[config.mk]
export PLATFORM = sky130hd
export DESIGN_NAME = poly_voice_allocator_core
export DESIGN_NICKNAME = d
export VERILOG_FILES = /design/src/rtl/pva_pkg.sv /design/src/rtl/poly_voice_allocator_core.sv
export VERILOG_INCLUDE_DIRS = /design/src /design/src/rtl
export SDC_FILE = /design/constraint.sdc
export NUM_CORES = 1
export LEC_CHECK = 0
export ABC_AREA = 1
export BUFFER_PORTS_ARGS = -buffer_cell sky130_fd_sc_hd__buf_4
export CAP_MARGIN = 20
export CORE_UTILIZATION = 60
export CTS_BUF_LIST = sky130_fd_sc_hd__clkbuf_4 sky130_fd_sc_hd__clkbuf_8
export DETAILED_ROUTE_END_ITERATION = 16
export PLACE_DENSITY = 0.78
export SYNTH_ARGS = -nofsm -noshare
export SYNTH_HDL_FRONTEND = slang
export SYNTH_SLANG_ARGS = --single-unit
[constraint.sdc]
create_clock -name i_clk -period 8.7 [get_ports i_clk]
set_input_delay 1.74 -clock i_clk [delete_from_list [all_inputs] [get_ports i_clk]]
set_output_delay 1.74 -clock i_clk [all_outputs]
set_load 0.005 [all_outputs]
[src/rtl/poly_voice_allocator_core_defines.svh]
// Assertion macros used by the voice allocator core.
`ifndef POLY_VOICE_ALLOCATOR_CORE_DEFINES_SVH
`define POLY_VOICE_ALLOCATOR_CORE_DEFINES_SVH

// Clocked assertion that is switched off while reset is held.
`define PVA_ASSERT(lbl, clk, rst_n, prop, msg) \
    lbl: assert property (@(posedge clk) disable iff (!rst_n) prop) else $error(msg);

// Clocked assertion that also holds during reset.
`define PVA_ASSERT_ALWAYS(lbl, clk, prop, msg) \
    lbl: assert property (@(posedge clk) prop) else $error(msg);

`endif

[src/rtl/pva_pkg.sv]
package pva_pkg;

    // Default sizes of the voice bank and the age counter.
    localparam int unsigned PVA_VOICES   = 8;
    localparam int unsigned PVA_AGE_BITS = 16;

    // Event kinds.
    localparam logic KIND_NOTE_ON  = 1'b0;
    localparam logic KIND_NOTE_OFF = 1'b1;

    // Envelope codes that matter for allocation.
    localparam logic [1:0] ENV_IDLE    = 2'd0;
    localparam logic [1:0] ENV_RELEASE = 2'd1;

    // One input event.
    typedef struct packed {
        logic        kind;
        logic [6:0]  note;
        logic [6:0]  velocity;
        logic [15:0] voice_env;
    } t_in_item;

    // One result item.
    typedef struct packed {
        logic       start_valid;
        logic [2:0] start_voice;
        logic [6:0] start_note;
        logic [6:0] start_velocity;
        logic [7:0] stop_mask;
    } t_out_item;

endpackage

[src/rtl/poly_voice_allocator_core.sv]
// Channel  | Direction | Handshake               | Payload
// ---------+-----------+-------------------------+---------------------------
// event    | in        | i_in_valid / o_in_stall | i_in_data  (t_in_item)
// result   | out       | o_out_valid / i_out_stall | o_out_data (t_out_item)
//
// An event is accepted, then a serial scan visits the voices (a note on stops at
// the first idle or releasing voice), and a commit step updates the voice tables
// and loads the output register.
// The scan shares one note comparator and one age comparator across all voices.
// Reset (synchronous, active low) clears the stored notes, ages and the counter.
// A stalled result holds in the output register; the next event is still accepted
// and waits only at its commit step until the register frees.
module poly_voice_allocator_core #(
    parameter int unsigned VOICES   = pva_pkg::PVA_VOICES,
    parameter int unsigned AGE_BITS = pva_pkg::PVA_AGE_BITS
) (
    input  logic               i_clk,
    input  logic               i_rst_n,
    input  logic               i_in_valid,
    output logic               o_in_stall,
    input  pva_pkg::t_in_item  i_in_data,
    output logic               o_out_valid,
    input  logic               i_out_stall,
    output pva_pkg::t_out_item o_out_data
);
    import pva_pkg::*;

    `include "poly_voice_allocator_core_defines.svh"

    localparam int unsigned VIDX = $clog2(VOICES);
    localparam logic [VIDX-1:0] LAST_IDX = VIDX'(VOICES - 1);
    localparam logic [AGE_BITS-1:0] AGE_MAX = {AGE_BITS{1'b1}};

    typedef enum logic [1:0] {
        S_IDLE,
        S_SCAN,
        S_DONE
    } t_state;

    t_state              r_state;
    t_in_item            r_in;
    logic [VIDX-1:0]     r_idx;
    logic [VIDX-1:0]     r_pick;
    logic [AGE_BITS-1:0] r_best;
    logic                r_all_idle;
    logic [7:0]          r_mask;
    logic [AGE_BITS-1:0] r_age_cnt;
    logic [6:0]          r_voice_note [VOICES];
    logic [AGE_BITS-1:0] r_voice_age  [VOICES];
    logic                r_out_valid;
    t_out_item           r_out;

    logic       w_accept;
    logic       w_out_free;
    logic [2:0] w_idx3;
    logic       w_in_field;
    logic [1:0] w_env;
    logic       w_free_voice;

    // Handshake terms.
    assign w_accept   = i_in_valid && (r_state == S_IDLE);
    assign w_out_free = !r_out_valid || !i_out_stall;
    assign o_in_stall = (r_state != S_IDLE);

    // Envelope code of the voice under the scan; voices past the field read as idle.
    assign w_idx3     = 3'(r_idx);
    assign w_in_field = (32'(r_idx) < 32'd8);
    always_comb begin
        w_env = ENV_IDLE;
        if (w_in_field) begin
            w_env = r_in.voice_env[{w_idx3, 1'b0} +: 2];
        end
    end
    assign w_free_voice = (w_env == ENV_IDLE) || (w_env == ENV_RELEASE);

    // Sequencer, voice tables and output register.
    always_ff @(posedge i_clk) begin
        if (!i_rst_n) begin
            r_state     <= S_IDLE;
            r_out_valid <= 1'b0;
            r_age_cnt   <= '0;
            r_idx       <= '0;
            for (int v = 0; v < VOICES; v++) begin
                r_voice_note[v] <= '0;
                r_voice_age[v]  <= '0;
            end
        end else begin
            // The output register loads at commit and empties once its item is taken.
            if (r_state == S_DONE && w_out_free) begin
                r_out_valid <= 1'b1;
            end else if (r_out_valid && !i_out_stall) begin
                r_out_valid <= 1'b0;
            end
            unique case (r_state)
                S_IDLE: begin
                    if (w_accept) begin
                        r_in       <= i_in_data;
                        r_idx      <= '0;
                        r_pick     <= '0;
                        r_best     <= '0;
                        r_all_idle <= 1'b1;
                        r_mask     <= '0;
                        r_state    <= S_SCAN;
                    end
                end
                S_SCAN: begin
                    if (r_in.kind == KIND_NOTE_ON) begin
                        if (w_free_voice) begin
                            r_pick  <= r_idx;
                            r_state <= S_DONE;
                        end else begin
                            // Keep the oldest voice; an equal age keeps the lower index.
                            if (r_idx == '0 || r_voice_age[r_idx] < r_best) begin
                                r_best <= r_voice_age[r_idx];
                                r_pick <= r_idx;
                            end
                            if (r_idx == LAST_IDX) begin
                                r_state <= S_DONE;
                            end else begin
                                r_idx <= r_idx + 1'b1;
                            end
                        end
                    end else begin
                        if (w_env != ENV_IDLE) begin
                            r_all_idle <= 1'b0;
                        end
                        if (w_in_field && r_voice_note[r_idx] == r_in.note) begin
                            r_mask[w_idx3] <= 1'b1;
                        end
                        if (r_idx == LAST_IDX) begin
                            r_state <= S_DONE;
                        end else begin
                            r_idx <= r_idx + 1'b1;
                        end
                    end
                end
                S_DONE: begin
                    if (w_out_free) begin
                        r_state     <= S_IDLE;
                        if (r_in.kind == KIND_NOTE_ON) begin
                            r_voice_note[r_pick]  <= r_in.note;
                            r_voice_age[r_pick]   <= r_age_cnt;
                            if (r_age_cnt != AGE_MAX) begin
                                r_age_cnt <= r_age_cnt + 1'b1;
                            end
                            r_out.start_valid    <= 1'b1;
                            r_out.start_voice    <= 3'(r_pick);
                            r_out.start_note     <= r_in.note;
                            r_out.start_velocity <= r_in.velocity;
                            r_out.stop_mask      <= '0;
                        end else begin
                            if (r_all_idle) begin
                                r_age_cnt <= '0;
                            end
                            r_out.start_valid    <= 1'b0;
                            r_out.start_voice    <= '0;
                            r_out.start_note     <= '0;
                            r_out.start_velocity <= '0;
                            r_out.stop_mask      <= r_mask;
                        end
                    end
                end
                default: begin
                    r_state <= S_IDLE;
                end
            endcase
        end
    end

    assign o_out_valid = r_out_valid;
    assign o_out_data  = r_out;

    // A note on result never carries a stop mask.
    `PVA_ASSERT(a_on_no_mask, i_clk, i_rst_n, (o_out_valid && o_out_data.start_valid) |-> (o_out_data.stop_mask == '0), "note on result with a stop mask")

    // An accepted event makes the block busy in the next cycle.
    `PVA_ASSERT(a_busy_after_accept, i_clk, i_rst_n, (i_in_valid && !o_in_stall) |=> o_in_stall, "event accepted while a scan should be running")

    // The age counter only steps by one or clears.
    `PVA_ASSERT(a_age_step, i_clk, i_rst_n, (r_age_cnt != $past(r_age_cnt)) |-> ((r_age_cnt == $past(r_age_cnt) + 1'b1) || (r_age_cnt == '0)), "age counter jumped")

    // The output register is empty in the cycle after a reset edge.
    `PVA_ASSERT_ALWAYS(a_rst_out_empty, i_clk, !i_rst_n |=> !o_out_valid, "result valid after reset")

    // The scan index never passes the last voice.
    `PVA_ASSERT(a_idx_range, i_clk, i_rst_n, (r_idx <= LAST_IDX), "scan index out of range")

endmodule

==> results.cfg, run 1 <==
[clock_tree]
clkLatencyLatePin_ns = 0.57
post_cts_buffers = 0
clk_pin_slew_ns = 0.06
cts_max_level = 2
cts_buffers = 46
clock_sinks = 294
postCtsHoldBufs = 0
cts_root_buffer = clkbuf_8
cts_buffer_depth = 3
cts_tree = yes
cts_resized = 0

[timing]
slew_headroom = 0.3202
slew_violations = 0
finalSetupViolations = 0
timing.fmax_ghz = 0.2441
setup_tns_ns = 0
rsz0062_at_grt = no
worstMarginPinSlew_ns = 1.017
period_needed_ns = 4.096
hold_viol = 0
finalClockSkew_ns = 0.01399
finalCritPeriodShare = 0.4709

[final_layout]
stdcell_count = 1577
insertedDiodeCount = 0
stdcell_area_mm2 = 0.01429
finalNetCount = 1319
syn2layout_area_growth_pct = 11.11
drive_above_1_share = 0.1306
num-fill-cells = 1500

[routing]
first_pass_iters = 6
drc = 0
vias = 9102
vias_per_cell = 5.772
first_iter_violations = 1053
drt-total-wl_um = 31830
wl_per_cell_um = 20.18
postRouteAntennaNets = 0

[flow_run]
drv_cap = 0

[power_and_ir_drop]
irDropWorstVdd_uv = 173.5
leakagePower_uw = 0.005377
powerDensity_mw_per_mm2 = 218.7

[floorplan]
fp-row-count = 53
coreArea_mm2 = 0.02102
pin_count = 63
fp.dieH_um = 148.4
start_util = 0.6117
dieArea_mm2 = 0.02202
chipWidth_um = 148.4

[synth]
yosysUniqueCellTypes = 37
ys_ff_latch = 294
synth_area_per_cell_um2 = 10.59
ys_seq_area_frac = 0.6671
synth_cells = 1214
synth_nets = 1267
syn_area_mm2 = 0.01286
synth_flop_cell = edfxtp_1
synth-edff-count = 269
async_flop_share = 0
yosys_warnings = 0

[setup_path]
cpLargestDelayFamily = simple AND/OR/NAND/NOR gates
critPathLaunch = i_rst_n
crit_path_cell_trace = buf_4 > clkinv_1 > nor2_2 > nand2_1 > nor2_2 > nand2_1 > nand2_1
path_common_cell = nand2_1
cpMaxStageDelayCell = nand2_1
worstPathArrival_ns = 4.28
end_kind = flop
critPathKind = in -> reg
crit_required_ns = 8.88
r2r_end = r_best[12]$_SDFFCE_PN0P_
cp_slowest_stage_delay_ns = 1.00
path_buf_inv = 2
path_max_fanout = 24
rr_worst_depth = 15
startpoint_type = input port
ff2ff_setup_slack_ns = 4.85

[global_route]
grt_pass1_wl_um = 48120
grt-ovfl-total = 0
grt_pass1_vias = 8754
antenna_found_initial = 0
grt_max_degree = 93
grtUsageTotal = 0.2990

[placed_design]
dpl.hpwl_um = 20670
place_area_mm2 = 0.01341
dp_cells = 1493
routabilityCongestion = 0.9231
portBuffers = 62

[worst_hold_path]
hold_path_depth = 2
holdPathEnd = r_age_cnt[3]$_SDFFE_PN0P_
min-delay-start = r_age_cnt[3]$_SDFFE_PN0P_
hp-class = reg -> reg

[status]
outcome = finished clean
==> placed cells by master (no fill, tap or decap), types with 4 or more instances in the layout <==
cell | netlist | routed
o21a_1 | 5 | 5
nand4_1 | 5 | 5
o21ai_1 | 13 | 13
dfxtp_1 | 25 | 24
buf_4 | 5 | 70
o22ai_1 | 34 | 34
nand2_1 | 147 | 147
edfxtp_1 | 269 | 269
clkbuf_4 | 0 | 14
inv_1 | 65 | 65
ha_1 | 18 | 18
nor3_2 | 4 | 5
inv_2 | 10 | 10
nor3_1 | 16 | 15
clkinv_1 | 15 | 32
o21ai_0 | 87 | 87
clkbuf_8 | 0 | 46
a211oi_1 | 5 | 5
a21oi_1 | 45 | 45
o221ai_1 | 9 | 9
nor2_2 | 4 | 4
nand3_1 | 11 | 11
xor2_1 | 11 | 11
nor2_1 | 329 | 329
==> metrics by stage <==
step / util / setup slack [ns] / hold WS (ns) / total power (uW)
2_1_floorplan: - / 4.093 / 0.4635 / 1909
3_3_place_gp: 0.6378 / 4.112 / 0.4778 / 2010
3_5_place_dp: 0.6378 / 4.068 / 0.4920 / 2021
4_1_cts: 0.6797 / 4.647 / 0.5010 / 3125
5_1_grt: 0.6797 / 4.429 / 0.5345 / 3233
6_report: 0.6797 / 4.604 / 0.5021 / 3125
==> worst reg2reg max path, stage by stage, from the launching register on <==
cell      delay, ns
dfxtp_2        0.34
buf_4          0.71
o21ai_0        0.36
o22ai_1        0.27
nand2_1        0.10
nand2_1        0.08
ha_1           0.24
a21oi_1        0.17
nor2_1         0.05
a211oi_1       0.25
o221a_2        0.24
nand2_1        0.16
nand2_1        0.11
nand2_1        0.06
nor2_1         0.09
buf_4          0.26
==> flip-flops by register name, summed over array words and instances, names as in the netlist, named ones only <==
signal and count:
o_out_data 26, r_in 31, r_best 16, r_voice_note 56
o_out_valid 1, r_voice_age 128, r_age_cnt 16, r_idx 3
r_pick 3, r_state 2, r_mask 8, r_all_idle 1
==> power by group <==
part           leakage (uW)  internal, uW  switching, uW  total, uW
logic               0.00202           112            258        370
registers           0.00289          1600           24.1       1630
clock network      0.000465           590            537       1130
total               0.00538          2310            818       3120
==> synth_stat cells, types with 3 or more instances <==
| cell type | n | area, um2 |
|---|---|---|
| a211oi_1 | 5 | 37.54 |
| a21oi_1 | 45 | 225.2 |
| a31oi_1 | 3 | 18.77 |
| buf_2 | 19 | 95.09 |
| buf_4 | 5 | 37.54 |
| buf_6 | 5 | 56.30 |
| clkbuf_1 | 34 | 127.6 |
| clkinv_1 | 15 | 56.30 |
| dfxtp_1 | 25 | 500.5 |
| edfxtp_1 | 269 | 8078 |
| ha_1 | 18 | 225.2 |
| inv_1 | 65 | 244.0 |
| inv_2 | 10 | 37.54 |
| nand2_1 | 147 | 551.8 |
| nand2_2 | 3 | 18.77 |
| nand3_1 | 11 | 55.05 |
| nand3_2 | 3 | 30.03 |
| nand4_1 | 5 | 31.28 |
| nor2_1 | 329 | 1235 |
| nor2_2 | 4 | 25.02 |
| nor3_1 | 16 | 80.08 |
| nor3_2 | 4 | 40.04 |
| o211ai_1 | 3 | 22.52 |
| o21a_1 | 5 | 37.54 |
| o21ai_0 | 87 | 435.4 |
| o21ai_1 | 13 | 65.06 |
| o221ai_1 | 9 | 78.83 |
| o22ai_1 | 34 | 212.7 |
| xor2_1 | 11 | 96.34 |
==> area by class of cell <==
type	count	area (um2)	area share
clock buffer	60	738.2	0.05166
clock inverter	24	143.9	0.01007
inverter	91	344.1	0.02408
multi-input combinational	763	3613	0.2529
sequential	294	8579	0.6004
tap	275	344.1	0.02408
timing repair buffer	70	525.5	0.03678
==> worst max-delay path by stage <==
stage	end	slack [ns]	depth (start not counted)
after floorplan	r_in[0]$_DFFE_PP_	4.09	2
after global placement	r_voice_age[3][13]$_SDFFCE_PN0P_	4.11	7
after detailed placement	r_voice_age[3][0]$_SDFFCE_PN0P_	4.07	7
after CTS	r_voice_age[3][10]$_SDFFCE_PN0P_	4.65	7
after global routing	r_voice_age[3][8]$_SDFFCE_PN0P_	4.43	7
final	r_voice_age[3][9]$_SDFFCE_PN0P_	4.60	7
==> routing by layer <==
| layer | vias to the layer above | wire length [um] | track usage |
|---|---|---|---|
| met5 | - | 0 | 0 |
| met4 | 0 | 1791 | 0.1763 |
| met3 | 103 | 3282 | 0.06472 |
| met2 | 538 | 14930 | 0.4784 |
| met1 | 4204 | 11820 | 0.3776 |
| li1 | 4257 | - | - |
==> kinds of logic after synthesis <==
group                      count (synthesis)  share of synthesized area
buffers and inverters                    157                    0.05234
and+or+nand+nor                          526                     0.1642
AOI/OAI and AO/OA                        208                    0.09136
adders and majority gates                 18                    0.01751
xor gates and xnor gates                  11                   0.007492
DFF                                      294                     0.6671
No activity file was read; power rests on OpenSTA's default activity.
==> run 2, diff against run 1 <==
==> constraint.sdc (replaced) <==
create_clock -name i_clk -period 3.95 [get_ports i_clk]
set_input_delay 0.79 -clock i_clk [delete_from_list [all_inputs] [get_ports i_clk]]
set_output_delay 0.79 -clock i_clk [all_outputs]
set_load 0.005 [all_outputs]
==> results.cfg, run 2 (synthesis gave the netlist of run 1 again) <==
[power_and_ir_drop]
p_switching_uw = 1746
seqPwrFrac = 0.527
clock_power_share = 0.355
leakagePower_uw = 0.005460
comb_power_share = 0.118
power_switching_share = 0.2566
irDropWorstVdd_uv = 337.9
powerDensity_mw_per_mm2 = 471.0
p_int_uw = 5057

[clock_tree]
post_cts_buffers = 0
clock_sinks = 294
cts_resized = 0
clkLatencyLatePin_ns = 0.56
postCtsHoldBufs = 0
cts_buffer_depth = 3
cts_tree = yes
cts_root_buffer = clkbuf_8
clk_pin_slew_ns = 0.06
cts_max_level = 2
cts_buffers = 47

[setup_path]
startpoint_type = flop
rr_worst_depth = 15
worstPathArrival_ns = 3.70
crit_required_ns = 4.21
end_kind = flop
critPathKind = reg -> reg
path_max_fanout = 92
ff2ff_setup_slack_ns = 0.51
r2r_end = r_best[4]$_SDFFCE_PN0P_

[floorplan]
chipWidth_um = 148.4
start_util = 0.6117
fp.dieH_um = 148.4
coreArea_mm2 = 0.02102
fp-row-count = 53
dieArea_mm2 = 0.02202
pin_count = 63

[worst_hold_path]
min-delay-start = i_in_data[19]
hp-class = in -> reg
holdPathEnd = r_in[19]$_DFFE_PP_
hold_path_depth = 1

[final_layout]
final_cell_mix = 329 x nor2_1, 269 x edfxtp_1, 147 x nand2_1
multi_input_area_mm2 = 0.003613
finalNetCount = 1342
regMostFlops = r_voice_age
seqCellArea_mm2 = 0.008579
drive_above_1_share = 0.1462
final_common_cell = nor2_1
syn2layout_area_growth_pct = 12.31
largest_register_ffs = 128
num-fill-cells = 1516
reg_top3 = r_voice_age: 128 flops, r_voice_note: 56 flops, r_in: 31 flops
insertedDiodeCount = 0

[timing]
period_needed_ns = 3.438
slew_violations = 0
setup_tns_ns = 0
finalClockSkew_ns = 0.01535
slew_headroom = 0.3689
worstMarginPinSlew_ns = 0.9452
hold_viol = 0
timing.fmax_ghz = 0.2909
rsz0062_at_grt = no
worst_hold_slack_ns = 0.4003
finalSetupViolations = 0
finalCritPeriodShare = 0.8704

[routing]
vias_per_cell = 5.807
wl_per_cell_um = 19.02
postRouteAntennaNets = 0
vias = 9262
first_iter_violations = 788
drc = 0
drt-total-wl_um = 30340
first_pass_iters = 5

[global_route]
grtUsageTotal = 0.2820
grt-ovfl-total = 0
grt_pass1_vias = 9046
grt_pass1_wl_um = 47240
antenna_found_initial = 0
grt_max_degree = 93

[placed_design]
portBuffers = 62
dpl.hpwl_um = 18630
routabilityCongestion = 0.8577

[status]
outcome = finished clean

[flow_run]
drv_cap = 0
run 2: cell count changes in the layout (fill, tap and decap cells not counted):
cell / delta
buf_4: +21
inv_8: -2
clkinv_2: +2
clkinvlp_4: +3
inv_6: -2
buf_12: +1
bufinv_16: -1
clkinv_1: -5
clkbuf_4: -3
clkbuf_8: +4
run 2: final cells by class:
type / instances / share of cell area
sequential: 294 / 0.5940
multi-input combinational: 763 / 0.2502
tap: 275 / 0.02382
inverter: 91 / 0.02382
timing repair buffer: 92 / 0.04869
clock inverter: 19 / 0.006064
clock buffer: 61 / 0.05337
run 2: worst max path at each step:
stage | cells after the start | slack (ns) | start | to
detailed placement | 14 | 0.60 | flop | r_best[5]$_SDFFCE_PN0P_
CTS | 14 | 0.55 | flop | r_best[0]$_SDFFCE_PN0P_
floorplan | 2 | 0.29 | i_rst_n | r_in[0]$_DFFE_PP_
finish | 15 | 0.51 | flop | r_best[4]$_SDFFCE_PN0P_
global route | 15 | 0.25 | flop | r_best[0]$_SDFFCE_PN0P_
global placement | 14 | 0.71 | flop | r_best[7]$_SDFFCE_PN0P_
run 2: power groups by stage:
stage                     registers [uW]  logic [uW]  clock network (uW)
after CTS                           3580         797                2420
after global routing                3590         892                2560
after detailed placement            3650         792                   0
after global placement              3640         764                   0
after floorplan                     3630         576                   0
final                               3580         803                2420
run 2: per-layer routing:
layer | track usage | share of wire | vias to the layer above
li1 | - | - | 4293
met1 | 0.3709 | 0.40 | 4431
met2 | 0.4674 | 0.48 | 485
met3 | 0.05368 | 0.096 | 53
met4 | 0.1072 | 0.024 | 0
met5 | 0 | 0 | -
run 2: per-stage QoR:
step	std cells	setup slack (ns)	total power (uW)	util	area [um2]
4_1_cts	1595	0.5545	6805	0.6870	14440
5_1_grt	1595	0.2538	7050	0.6870	14440
2_1_floorplan	1214	0.2931	4204	-	12860
6_report	1595	0.5121	6803	0.6870	14440
3_3_place_gp	1515	0.7097	4406	0.6462	13580
3_5_place_dp	1515	0.5953	4438	0.6462	13580
run 2: critical path: stages (launching register included):
cell and delay [ns]:
dfxtp_2 0.33, buf_4 0.70, o21ai_0 0.24, o22ai_1 0.19, nand2_1 0.09, nand2_1 0.11
ha_1 0.24, a21oi_1 0.17, nor2_1 0.05, a211oi_1 0.18, o221a_2 0.21, nand2_1 0.07
nand2_1 0.07, nand2_1 0.08, nor2_1 0.16, buf_4 0.22
